**config.mk**
```make
export PLATFORM = sky130hd
export DESIGN_NAME = led_blink_override_controller_unit_flat
export DESIGN_NICKNAME = d
export VERILOG_FILES = /design/src/rtl/lbo_pkg.sv /design/src/rtl/lbo_if.sv /design/src/rtl/led_blink_override_controller_unit.sv /design/src/flat_wrapper.sv
export SDC_FILE = /design/constraint.sdc
export NUM_CORES = 2
export LEC_CHECK = 0
export BUFFER_PORTS_ARGS = -buffer_cell sky130_fd_sc_hd__buf_2
export CAP_MARGIN = 25
export CORE_MARGIN = 2
export CORE_UTILIZATION = 45
export DETAILED_ROUTE_END_ITERATION = 7
export MAX_ROUTING_LAYER = met4
export PLACE_DENSITY_LB_ADDON = 0.08
export SETUP_SLACK_MARGIN = 0.2
export SLEW_MARGIN = 15
export SYNTH_ARGS = -nofsm -noshare
export SYNTH_HDL_FRONTEND = slang
export SYNTH_SLANG_ARGS = --single-unit
```
**constraint.sdc**
```tcl
create_clock -name i_clk -period 10.7 [get_ports i_clk]
set_input_delay 1.07 -clock i_clk [delete_from_list [all_inputs] [get_ports i_clk]]
set_output_delay 1.07 -clock i_clk [all_outputs]
set_load 0.05 [all_outputs]
```
**src/rtl/lbo_pkg.sv**
```systemverilog
package lbo_pkg;

    localparam int OUT_LAMPS = 8;

    typedef enum logic [1:0] {
        MODE_TICK      = 2'd0,
        MODE_SET_BASE  = 2'd1,
        MODE_SET_OVR   = 2'd2,
        MODE_CLEAR_OVR = 2'd3
    } t_mode;

    typedef logic [1:0] t_pattern;

    localparam t_pattern PAT_OFF   = 2'd0;
    localparam t_pattern PAT_SOLID = 2'd1;
    localparam t_pattern PAT_BLINK = 2'd2;

    typedef logic [2:0]  t_lamp_idx;
    typedef logic [31:0] t_ms;
    typedef logic [7:0]  t_prio;
    typedef logic [OUT_LAMPS-1:0] t_lamp_mask;

endpackage

```
**src/rtl/lbo_if.sv**
```systemverilog
interface lbo_cmd_if;
    logic              valid;
    logic              ready;
    lbo_pkg::t_mode    mode;
    lbo_pkg::t_lamp_idx lamp;
    lbo_pkg::t_pattern pattern;
    lbo_pkg::t_ms      interval_ms;
    lbo_pkg::t_ms      duration_ms;
    lbo_pkg::t_prio    priority_req;

    modport source (
        output valid, mode, lamp, pattern, interval_ms, duration_ms, priority_req,
        input  ready
    );
    modport sink (
        input  valid, mode, lamp, pattern, interval_ms, duration_ms, priority_req,
        output ready
    );
endinterface

interface lbo_res_if;
    logic                  valid;
    logic                  ready;
    lbo_pkg::t_lamp_mask   lamp_levels;
    lbo_pkg::t_lamp_mask   changed_mask;

    modport source (
        output valid, lamp_levels, changed_mask,
        input  ready
    );
    modport sink (
        input  valid, lamp_levels, changed_mask,
        output ready
    );
endinterface

```
**src/rtl/led_blink_override_controller_unit.sv**
```systemverilog
// An input item is registered at the edge that accepts it and is then processed from that register.
// Each item takes a single pass through the per-lamp logic; a tick's result is then registered.
// One item is accepted every cycle, except while a tick waits for a stalled result register.
// A tick waits in the input register only while the result register is full and stalled.
// Synchronous active-low reset clears the time counter and all lamp state: lamps are off.
module led_blink_override_controller_unit #(
    parameter int LAMP_COUNT = 8
) (
    input  logic       i_clk,
    input  logic       i_rst_n,
    lbo_cmd_if.sink    i_cmd,
    lbo_res_if.source  o_res
);

    logic                r_in_valid;
    lbo_pkg::t_mode      r_mode;
    lbo_pkg::t_lamp_idx  r_lamp;
    lbo_pkg::t_pattern   r_pattern;
    lbo_pkg::t_ms        r_interval;
    lbo_pkg::t_ms        r_duration;
    lbo_pkg::t_prio      r_priority;

    lbo_pkg::t_ms        r_time;
    lbo_pkg::t_pattern   r_base_pat   [LAMP_COUNT];
    lbo_pkg::t_ms        r_base_ivl   [LAMP_COUNT];
    lbo_pkg::t_pattern   r_ovr_pat    [LAMP_COUNT];
    lbo_pkg::t_ms        r_ovr_ivl    [LAMP_COUNT];
    lbo_pkg::t_prio      r_ovr_prio   [LAMP_COUNT];
    logic                r_ovr_active [LAMP_COUNT];
    logic                r_ovr_expires[LAMP_COUNT];
    lbo_pkg::t_ms        r_ovr_dead   [LAMP_COUNT];
    logic                r_phase      [LAMP_COUNT];
    lbo_pkg::t_ms        r_last       [LAMP_COUNT];
    logic                r_lamp_on    [LAMP_COUNT];

    lbo_pkg::t_pattern   n_base_pat   [LAMP_COUNT];
    lbo_pkg::t_ms        n_base_ivl   [LAMP_COUNT];
    lbo_pkg::t_pattern   n_ovr_pat    [LAMP_COUNT];
    lbo_pkg::t_ms        n_ovr_ivl    [LAMP_COUNT];
    lbo_pkg::t_prio      n_ovr_prio   [LAMP_COUNT];
    logic                n_ovr_active [LAMP_COUNT];
    logic                n_ovr_expires[LAMP_COUNT];
    lbo_pkg::t_ms        n_ovr_dead   [LAMP_COUNT];
    logic                n_phase      [LAMP_COUNT];
    lbo_pkg::t_ms        n_last       [LAMP_COUNT];
    logic                n_lamp_on    [LAMP_COUNT];
    logic                n_diff       [LAMP_COUNT];

    logic                r_out_valid;
    lbo_pkg::t_lamp_mask r_levels;
    lbo_pkg::t_lamp_mask r_changed;
    lbo_pkg::t_lamp_mask n_levels;
    lbo_pkg::t_lamp_mask n_changed;

    logic                is_tick;
    logic                advance;
    lbo_pkg::t_ms        time_next;

    assign is_tick   = (r_mode == lbo_pkg::MODE_TICK);
    assign advance   = r_in_valid && (!is_tick || !r_out_valid || o_res.ready);
    assign time_next = r_time + 32'd1;

    assign i_cmd.ready        = !r_in_valid || advance;
    assign o_res.valid        = r_out_valid;
    assign o_res.lamp_levels  = r_levels;
    assign o_res.changed_mask = r_changed;

    always_ff @(posedge i_clk) begin
        if (!i_rst_n) begin
            r_in_valid <= 1'b0;
        end else if (i_cmd.valid && i_cmd.ready) begin
            r_in_valid <= 1'b1;
        end else if (advance) begin
            r_in_valid <= 1'b0;
        end
    end

    always_ff @(posedge i_clk) begin
        if (i_cmd.valid && i_cmd.ready) begin
            r_mode     <= i_cmd.mode;
            r_lamp     <= i_cmd.lamp;
            r_pattern  <= i_cmd.pattern;
            r_interval <= i_cmd.interval_ms;
            r_duration <= i_cmd.duration_ms;
            r_priority <= i_cmd.priority_req;
        end
    end

    always_comb begin
        for (int n = 0; n < LAMP_COUNT; n++) begin
            logic              sel;
            logic              expire;
            logic              act;
            lbo_pkg::t_pattern pat;
            lbo_pkg::t_ms      ivl;
            logic              toggle;

            n_base_pat[n]    = r_base_pat[n];
            n_base_ivl[n]    = r_base_ivl[n];
            n_ovr_pat[n]     = r_ovr_pat[n];
            n_ovr_ivl[n]     = r_ovr_ivl[n];
            n_ovr_prio[n]    = r_ovr_prio[n];
            n_ovr_active[n]  = r_ovr_active[n];
            n_ovr_expires[n] = r_ovr_expires[n];
            n_ovr_dead[n]    = r_ovr_dead[n];
            n_phase[n]       = r_phase[n];
            n_last[n]        = r_last[n];
            n_lamp_on[n]     = r_lamp_on[n];
            n_diff[n]        = 1'b0;

            sel    = (32'(r_lamp) == 32'(n));
            expire = r_ovr_active[n] && r_ovr_expires[n] && (time_next == r_ovr_dead[n]);
            act    = r_ovr_active[n] && !expire;
            pat    = act ? r_ovr_pat[n] : r_base_pat[n];
            ivl    = act ? r_ovr_ivl[n] : r_base_ivl[n];
            toggle = (pat == lbo_pkg::PAT_BLINK) && ((time_next - r_last[n]) >= ivl);

            unique case (r_mode)
                lbo_pkg::MODE_TICK: begin
                    n_ovr_active[n] = act;
                    if (toggle) begin
                        n_last[n]  = time_next;
                        n_phase[n] = !r_phase[n];
                    end
                    n_lamp_on[n] = (pat == lbo_pkg::PAT_SOLID) ||
                                   ((pat == lbo_pkg::PAT_BLINK) && n_phase[n]);
                    n_diff[n]    = (n_lamp_on[n] != r_lamp_on[n]);
                end
                lbo_pkg::MODE_SET_BASE: begin
                    if (sel) begin
                        n_base_pat[n] = r_pattern;
                        n_base_ivl[n] = r_interval;
                        n_phase[n]    = 1'b1;
                        n_last[n]     = r_time;
                    end
                end
                lbo_pkg::MODE_SET_OVR: begin
                    if (sel && !(r_ovr_active[n] && (r_ovr_prio[n] > r_priority))) begin
                        n_ovr_pat[n]     = r_pattern;
                        n_ovr_ivl[n]     = r_interval;
                        n_ovr_prio[n]    = r_priority;
                        n_ovr_expires[n] = (r_duration != 32'd0);
                        n_ovr_dead[n]    = r_time + r_duration;
                        n_ovr_active[n]  = 1'b1;
                        n_phase[n]       = 1'b1;
                        n_last[n]        = r_time;
                    end
                end
                lbo_pkg::MODE_CLEAR_OVR: begin
                    if (sel && r_ovr_active[n]) begin
                        n_ovr_active[n] = 1'b0;
                        n_phase[n]      = 1'b1;
                        n_last[n]       = r_time;
                    end
                end
            endcase
        end
    end

    for (genvar g = 0; g < lbo_pkg::OUT_LAMPS; g++) begin : g_out
        if (g < LAMP_COUNT) begin : g_lamp
            assign n_levels[g]  = n_lamp_on[g];
            assign n_changed[g] = n_diff[g];
        end else begin : g_none
            assign n_levels[g]  = 1'b0;
            assign n_changed[g] = 1'b0;
        end
    end

    always_ff @(posedge i_clk) begin
        if (!i_rst_n) begin
            r_time <= '0;
            for (int n = 0; n < LAMP_COUNT; n++) begin
                r_base_pat[n]    <= lbo_pkg::PAT_OFF;
                r_base_ivl[n]    <= '0;
                r_ovr_pat[n]     <= lbo_pkg::PAT_OFF;
                r_ovr_ivl[n]     <= '0;
                r_ovr_prio[n]    <= '0;
                r_ovr_active[n]  <= 1'b0;
                r_ovr_expires[n] <= 1'b0;
                r_ovr_dead[n]    <= '0;
                r_phase[n]       <= 1'b0;
                r_last[n]        <= '0;
                r_lamp_on[n]     <= 1'b0;
            end
        end else if (advance) begin
            if (is_tick) begin
                r_time <= time_next;
            end
            for (int n = 0; n < LAMP_COUNT; n++) begin
                r_base_pat[n]    <= n_base_pat[n];
                r_base_ivl[n]    <= n_base_ivl[n];
                r_ovr_pat[n]     <= n_ovr_pat[n];
                r_ovr_ivl[n]     <= n_ovr_ivl[n];
                r_ovr_prio[n]    <= n_ovr_prio[n];
                r_ovr_active[n]  <= n_ovr_active[n];
                r_ovr_expires[n] <= n_ovr_expires[n];
                r_ovr_dead[n]    <= n_ovr_dead[n];
                r_phase[n]       <= n_phase[n];
                r_last[n]        <= n_last[n];
                r_lamp_on[n]     <= n_lamp_on[n];
            end
        end
    end

    always_ff @(posedge i_clk) begin
        if (!i_rst_n) begin
            r_out_valid <= 1'b0;
        end else if (advance && is_tick) begin
            r_out_valid <= 1'b1;
        end else if (o_res.ready) begin
            r_out_valid <= 1'b0;
        end
    end

    always_ff @(posedge i_clk) begin
        if (advance && is_tick) begin
            r_levels  <= n_levels;
            r_changed <= n_changed;
        end
    end

endmodule

```
**src/flat_wrapper.sv**
```systemverilog
// flat-port wrapper written by rule: the top's interface ports become plain ports
module led_blink_override_controller_unit_flat 
#(
    parameter int LAMP_COUNT = 8
)
  (i_clk, i_rst_n, i_cmd_valid, i_cmd_mode, i_cmd_lamp, i_cmd_pattern, i_cmd_interval_ms, i_cmd_duration_ms, i_cmd_priority_req, i_cmd_ready, o_res_valid, o_res_lamp_levels, o_res_changed_mask, o_res_ready);
  lbo_cmd_if i_cmd_i ();
  lbo_res_if o_res_i ();
  input  logic i_clk;
  input  logic i_rst_n;
  input wire logic [$bits(i_cmd_i.valid)-1:0] i_cmd_valid;
  input wire logic [$bits(i_cmd_i.mode)-1:0] i_cmd_mode;
  input wire logic [$bits(i_cmd_i.lamp)-1:0] i_cmd_lamp;
  input wire logic [$bits(i_cmd_i.pattern)-1:0] i_cmd_pattern;
  input wire logic [$bits(i_cmd_i.interval_ms)-1:0] i_cmd_interval_ms;
  input wire logic [$bits(i_cmd_i.duration_ms)-1:0] i_cmd_duration_ms;
  input wire logic [$bits(i_cmd_i.priority_req)-1:0] i_cmd_priority_req;
  output wire logic [$bits(i_cmd_i.ready)-1:0] i_cmd_ready;
  output wire logic [$bits(o_res_i.valid)-1:0] o_res_valid;
  output wire logic [$bits(o_res_i.lamp_levels)-1:0] o_res_lamp_levels;
  output wire logic [$bits(o_res_i.changed_mask)-1:0] o_res_changed_mask;
  input wire logic [$bits(o_res_i.ready)-1:0] o_res_ready;
  assign i_cmd_i.valid = i_cmd_valid;
  assign i_cmd_i.mode = i_cmd_mode;
  assign i_cmd_i.lamp = i_cmd_lamp;
  assign i_cmd_i.pattern = i_cmd_pattern;
  assign i_cmd_i.interval_ms = i_cmd_interval_ms;
  assign i_cmd_i.duration_ms = i_cmd_duration_ms;
  assign i_cmd_i.priority_req = i_cmd_priority_req;
  assign i_cmd_ready = i_cmd_i.ready;
  assign o_res_valid = o_res_i.valid;
  assign o_res_lamp_levels = o_res_i.lamp_levels;
  assign o_res_changed_mask = o_res_i.changed_mask;
  assign o_res_i.ready = o_res_ready;
  led_blink_override_controller_unit #(.LAMP_COUNT(LAMP_COUNT)) u_core (.i_clk(i_clk), .i_rst_n(i_rst_n), .i_cmd(i_cmd_i), .o_res(o_res_i));
endmodule
```
## After elaboration in Yosys (flattened, before gate mapping)

Memories as Yosys holds them, arrays and structs flattened.
Cells that the tools add are included.
Widths: inputs -> output; s select.

| operators by class | value |
|---|---|
| add/sub/neg operators | 10 |
| $lt $le $gt $ge | 16 |
| equality and inequality tests | 42 |
| muxes and demuxes | 344 |
| bitwise gates (word level) | 88 |
| reductions and logical operators | 111 |

Operators with widths:

| cell | count |
|---|---|
| $mux 32 | 120 |
| $pmux 32 s4 | 8 |
| $eq 32x32->1 | 8 |
| $ge 32x32->1 | 8 |
| $sub 32x32->32 | 8 |
| $mux 8 | 24 |
| $mux 1 | 120 |
| $mux 2 | 56 |
| $or 1x1->1 | 88 |
| $logic_and 1x1->1 | 67 |
| $gt 8x8->1 | 8 |
| $add 32x1->32 const B | 1 |
| $add 32x32->32 | 1 |
| $pmux 1 s4 | 8 |
| $reduce_bool 32->1 | 1 |
| $logic_not 1->1 | 27 |
| $pmux 1 s3 | 8 |
| $eq 2x2->1 const B | 10 |
| $eq 2x1->1 const B | 9 |
| $eq 3x3->1 const B | 4 |
| $logic_or 1x1->1 | 11 |
| $ne 1x1->1 | 8 |
| $eq 3x2->1 const B | 2 |
| $reduce_bool 2->1 | 2 |
| other kinds (4) | 4 |

| storage, ports and cells | value |
|---|---|
| register bits after elaboration | 129 |
| bits in writable memories | 1152 |
| input bits | 83 |
| output and inout port bits | 18 |
| word-level logic and storage cells | 633 |
| memories | 11 |

Memories:

| memory | words | bits a word | rd ports | clocked after memory_dff | write ports | RTL line | source |
|---|---|---|---|---|---|---|---|
| u_core.r_base_ivl | 8 | 32 | 8 | 0 | 8 | led_blink_override_controller_unit.sv:25 | `lbo_pkg::t_ms r_base_ivl [LAMP_COUNT];` |
| u_core.r_last | 8 | 32 | 8 | 0 | 8 | led_blink_override_controller_unit.sv:33 | `lbo_pkg::t_ms r_last [LAMP_COUNT];` |
| u_core.r_ovr_dead | 8 | 32 | 8 | 0 | 8 | led_blink_override_controller_unit.sv:31 | `lbo_pkg::t_ms r_ovr_dead [LAMP_COUNT];` |
| u_core.r_ovr_ivl | 8 | 32 | 8 | 0 | 8 | led_blink_override_controller_unit.sv:27 | `lbo_pkg::t_ms r_ovr_ivl [LAMP_COUNT];` |
| u_core.r_ovr_prio | 8 | 8 | 8 | 0 | 8 | led_blink_override_controller_unit.sv:28 | `lbo_pkg::t_prio r_ovr_prio [LAMP_COUNT];` |
| u_core.r_base_pat | 8 | 2 | 8 | 0 | 8 | led_blink_override_controller_unit.sv:24 | `lbo_pkg::t_pattern r_base_pat [LAMP_COUNT];` |
| +5 memories | - | - | - | - | - | - |  |

## Longest topological paths before layout

| logic depth | value |
|---|---|
| word-level depth | 14 |
| depth in mapped cells | 32 |
| mapped depth without buffers | 29 |

## Least setup slack after synthesis

OpenSTA, ideal clock, no wires.

| timing path | value |
|---|---|
| path type | flip-flop to flip-flop |
| from | register u_core.r_time[0] (netlist name) |
| to | memory u_core.r_last[0][192] in the netlist's numbering (enable) |
| data arrival time | 9.032 ns |
| setup slack | 1.158 ns |
| cell stages (with the launch flop) | 29 |
| path buffers | 2 |
| clock period less this slack | 9.542 ns |
| cells stage by stage | dfxtp_1 ha_1 clkbuf_1 nand3_1 nor3_1 and3_1 buf_2 xor2_1 ha_1 a21o_1 a21oi_1 nor2b_1 nor2_1 nand2_1 nor2_1 a21oi_1 a211oi_1 o21bai_1 a21oi_1 xnor2_1 ha_1 nand4_1 nor4_1 o211ai_1 nor2_1 a31oi_1 o211ai_1 a211oi_1 o41ai_1 |

RTL lines:

| item | RTL line |
|---|---|
| end: declaration | led_blink_override_controller_unit.sv:33 |

## Final worst setup path

| timing path | value |
|---|---|
| from | register u_core.r_time[1] |
| to | register u_core.r_changed[1], in the netlist u_core.o_res.changed_mask[1], data pin |

| between the ends | value |
|---|---|
| longest elaborated chain between the ends | 13 |
| elaborated cells on any way between the ends | 17 |
| classes of those cells | 2 x add/sub; 1 x order compare; 4 x eq/ne; 4 x mux; 6 x reduce/logical |

Ends and longest elaborated chain:

| item | RTL line | source |
|---|---|---|
| start: declaration | led_blink_override_controller_unit.sv:23 | `lbo_pkg::t_ms r_time;` |
| start signal: assignment | led_blink_override_controller_unit.sv:188 | `r_time <= time_next;` |
| $add 32x1->32 (*) | led_blink_override_controller_unit.sv:61 | `assign time_next = r_time + 32'd1;` |
| net u_core.time_next[10] | led_blink_override_controller_unit.sv:57 | `lbo_pkg::t_ms time_next;` |
| branches (longest 10 deep; another with $sub 32x32->32) | - |  |
| $logic_or 1x1->1 (*) | led_blink_override_controller_unit.sv:125 | `n_lamp_on[n] = (pat == lbo_pkg::PAT_SOLID) \|\|` |
| $ne 1x1->1 (*) | led_blink_override_controller_unit.sv:127 | `n_diff[n] = (n_lamp_on[n] != r_lamp_on[n]);` |
| end signal: assignment | led_blink_override_controller_unit.sv:219 | `r_changed <= n_changed;` |
| end: declaration | led_blink_override_controller_unit.sv:51 | `lbo_pkg::t_lamp_mask r_changed;` |

Mark *: on every way through the listed nets, which the timed path passes. The select of a mux whose other input is x is not followed.
A chain may end at the register's enable or synchronous reset.

==> summary.txt <==
yosys warns: 0
Hold Path Stages: 1
die footprint: 163000 um2
Final Slew Violations: 0
worst setup margin: 0.886 ns
Worst setup SP type: flop
CTS tree: built
WP data required: 11.21 ns
measured slew at the worst slew-check pin: 1.10 ns
All-Layer GR Usage: 28.2%
io pins: 101
Multi-input gate area: 31900 um2
antenna viol nets, final: 0
Area growth, synth to finish: 12.3%
setup TNS: 0 ns
synthesized cell area: 71800 um2
placed cell count: 8056
Rel. slew slack: 26.4%
crit path capture type: flop
sequential share of the synthesized area: 53.1%
clk buf depth: 3
Post-Synthesis Cells: 5928
first-pass GRT wire length: 325000 um
Core ar.: 158000 um2
RePlAce Congestion: 0.944
Power Density: 156 nW/um2
hold endpoint: u_core.r_pattern[1]
CTS root buf: clkbuf_16
max incr delay on CP: 0.79 ns
Via density: 5.85
row count: 146
largest net degree at the start of global routing: 76
Syn Nets: 6624
final hold slack: 0.461 ns
Critical Path Fanout Max: 15
commonest non-fill, non-tap cell in the layout: edfxtp_1
Seq. cell area: 38100 um2
status: completed
P_leak: 33.2 nW
CTS clk-pin slew, worst paths: 0.06 ns
most frequent cells in the layout: 1247 x edfxtp_1, 603 x ha_1, 385 x inv_1, 371 x xnor2_1, 353 x nor2_1
Place WS: 0.610 ns
Synth async-reset ratio: 0%
remaining routing DRC violations: 0
hold_buf cts: 0
Layout Skew: 0.0320 ns
critical path's slowest cell: nor4_1
Worst Hold Class: input pin to flop
max cap viols: 0
drt pass-1 iters: 6
Reg-to-Reg End: u_core.o_res.changed_mask[1]
number of enable flip-flop cells after synthesis: 1247
FMAX: 102 MHz
H-tree lvl count: 4
worst-case reg-to-reg path depth: 27
path type of the worst setup path: flop to flop
via count: 48900
hold wc startpoint: i_cmd_pattern[1]
worst r2r src: u_core.r_time[1]
GR Overflow Total: 0
routed wire length per instance: 26.9 um
# port buffers: 100
# clock sinks: 1281
flop-to-flop setup slack: 0.89 ns
Max VDD drop: 0.174 mV
vias in the first global route: 48300
cts bufs inserted: 150
Avg Cell Area, Syn: 12.1 um2
Final nets: 6853
Finished Layout Cells: 8359
initial antenna violation count: 12
RSZ-0062 raised after global routing: false
FILL cells: 13900
Initial Util: 45.3%
setup bufs post-CTS: 0
post-detail-place hpwl: 169000 um
fin crit share: 91.7%
Fin. Hold Viols: 0
CTS resizes: 0
final setup fails: 0
number of DRC markers in iteration 0: 3903
Critical Path Start: u_core.r_time[1]
DIE WIDTH: 403 um
main flop type after synthesis: edfxtp_1
height of the chip: 403 um
wirelength, routed: 225000 um
count of cell types in the netlist: 92
share of cells above drive strength 1: 9.25%
critical path arrival: 10.32 ns
number of synthesized register bits: 1281
clock latency at the later pin of the worst-skew pair: 0.78 ns
min Tclk post-route: 9.81 ns
==> metal layers <==
| layer | vias to the layer above | global-route usage [%] | share of wire (%) | wire [um] |
|---|---|---|---|---|
| met5 | - | - | 0 | 0 |
| met4 | 0 | 10.4 | 4.2 | 9410 |
| met3 | 381 | 3.50 | 5.7 | 12900 |
| met2 | 1538 | 44.4 | 46 | 103000 |
| met1 | 24300 | 37.6 | 44 | 99900 |
| li1 | 22700 | - | - | - |
==> area by class of cell <==
cell class / instances / area share, %
sequential: 1281 / 47.3
inverter: 388 / 1.81
antenna: 7 / 0.0217
clock inverter: 83 / 1.15
timing repair buffer: 241 / 1.91
clock buffer: 192 / 5.02
tap: 2072 / 3.22
multi-input combinational: 4095 / 39.6
==> cells in the mapped netlist (all sizes together), types with 22 or more instances <==
cell	number	area (um2)
a21o	194	1460
and2	74	463
o31ai	22	184
o21ai	195	976
nand3	104	526
o21bai	30	225
xnor2	377	3320
nor2	355	1340
nor2b	94	588
ha	604	7560
nand2	239	897
buf	71	365
o2111ai	23	201
nand2b	70	438
or3	30	188
mux2i	259	2590
o21a	74	556
xnor3	40	901
nor4	47	388
clkbuf	93	349
inv	387	1450
dfxtp	34	681
nor3	115	607
and3	150	938
xor2	163	1430
nand4	93	597
a31oi	49	307
a211oi	46	345
edfxtp	1247	37400
a21oi	343	1720
o211ai	32	240
==> flip-flops by register name (all words and copies together) (netlist names), 32 cells and up <==
register	cells
u_core.r_base_ivl	256
u_core.r_last	256
u_core.r_ovr_dead	256
u_core.r_ovr_ivl	256
u_core.r_ovr_prio	64
u_core.r_duration	32
u_core.r_interval	32
u_core.r_time	32
==> metrics by stage <==
step | util, % | cell area (um2) | total power, mW
floorplan | - | 71800 | 6.92
global placement | 47.6 | 75400 | 7.39
detailed placement | 47.7 | 75500 | 7.42
CTS | 50.8 | 80500 | 12.6
global route | 50.9 | 80600 | 13.0
finish | 50.9 | 80600 | 12.5
==> cells by family (layout without fill, tap and decap cells) <==
| family | Yosys count | in the layout | synth area share, % |
|---|---|---|---|
| adder cells (fa/ha/maj) | 614 | 614 | 10.8 |
| buffers and inverters | 552 | 904 | 3.02 |
| XOR/XNOR | 581 | 581 | 7.91 |
| AND/OR/NAND/NOR | 1448 | 1448 | 10.5 |
| other | 0 | 7 | 0 |
| AO/OA/AOI/OAI | 1176 | 1176 | 10.8 |
| multiplexers | 276 | 276 | 3.88 |
| flip-flops | 1281 | 1281 | 53.1 |
==> how the worst max path moves through the flow <==
stage	endpoint	slack, ns	depth (start not counted)
2_1_floorplan	u_core.r_last[0][192]	1.16	28
3_3_place_gp	u_core.r_last[0][192]	0.37	26
3_5_place_dp	u_core.o_res.changed_mask[1]	0.61	27
4_1_cts	u_core.o_res.changed_mask[1]	0.61	27
5_1_grt	u_core.o_res.changed_mask[1]	0.28	27
6_report	u_core.o_res.changed_mask[1]	0.89	27
==> where the power goes <==
part | total, mW | switching (mW) | internal (mW)
clock network | 5.23 | 2.14 | 3.09
logic | 1.40 | 0.879 | 0.520
registers | 5.92 | 0.110 | 5.80
==> critical path: cells and delay by family (launching register included) <==
family | cells | cell delay, ns
DFF | 1 | 0.47
buffers and inverters | 2 | 0.75
xor gates and xnor gates | 3 | 0.72
adders and majority gates | 3 | 1.13
and+or+nand+nor | 9 | 2.98
AOI/OAI and AO/OA | 10 | 3.45
(Power assumes the default switching activity.)
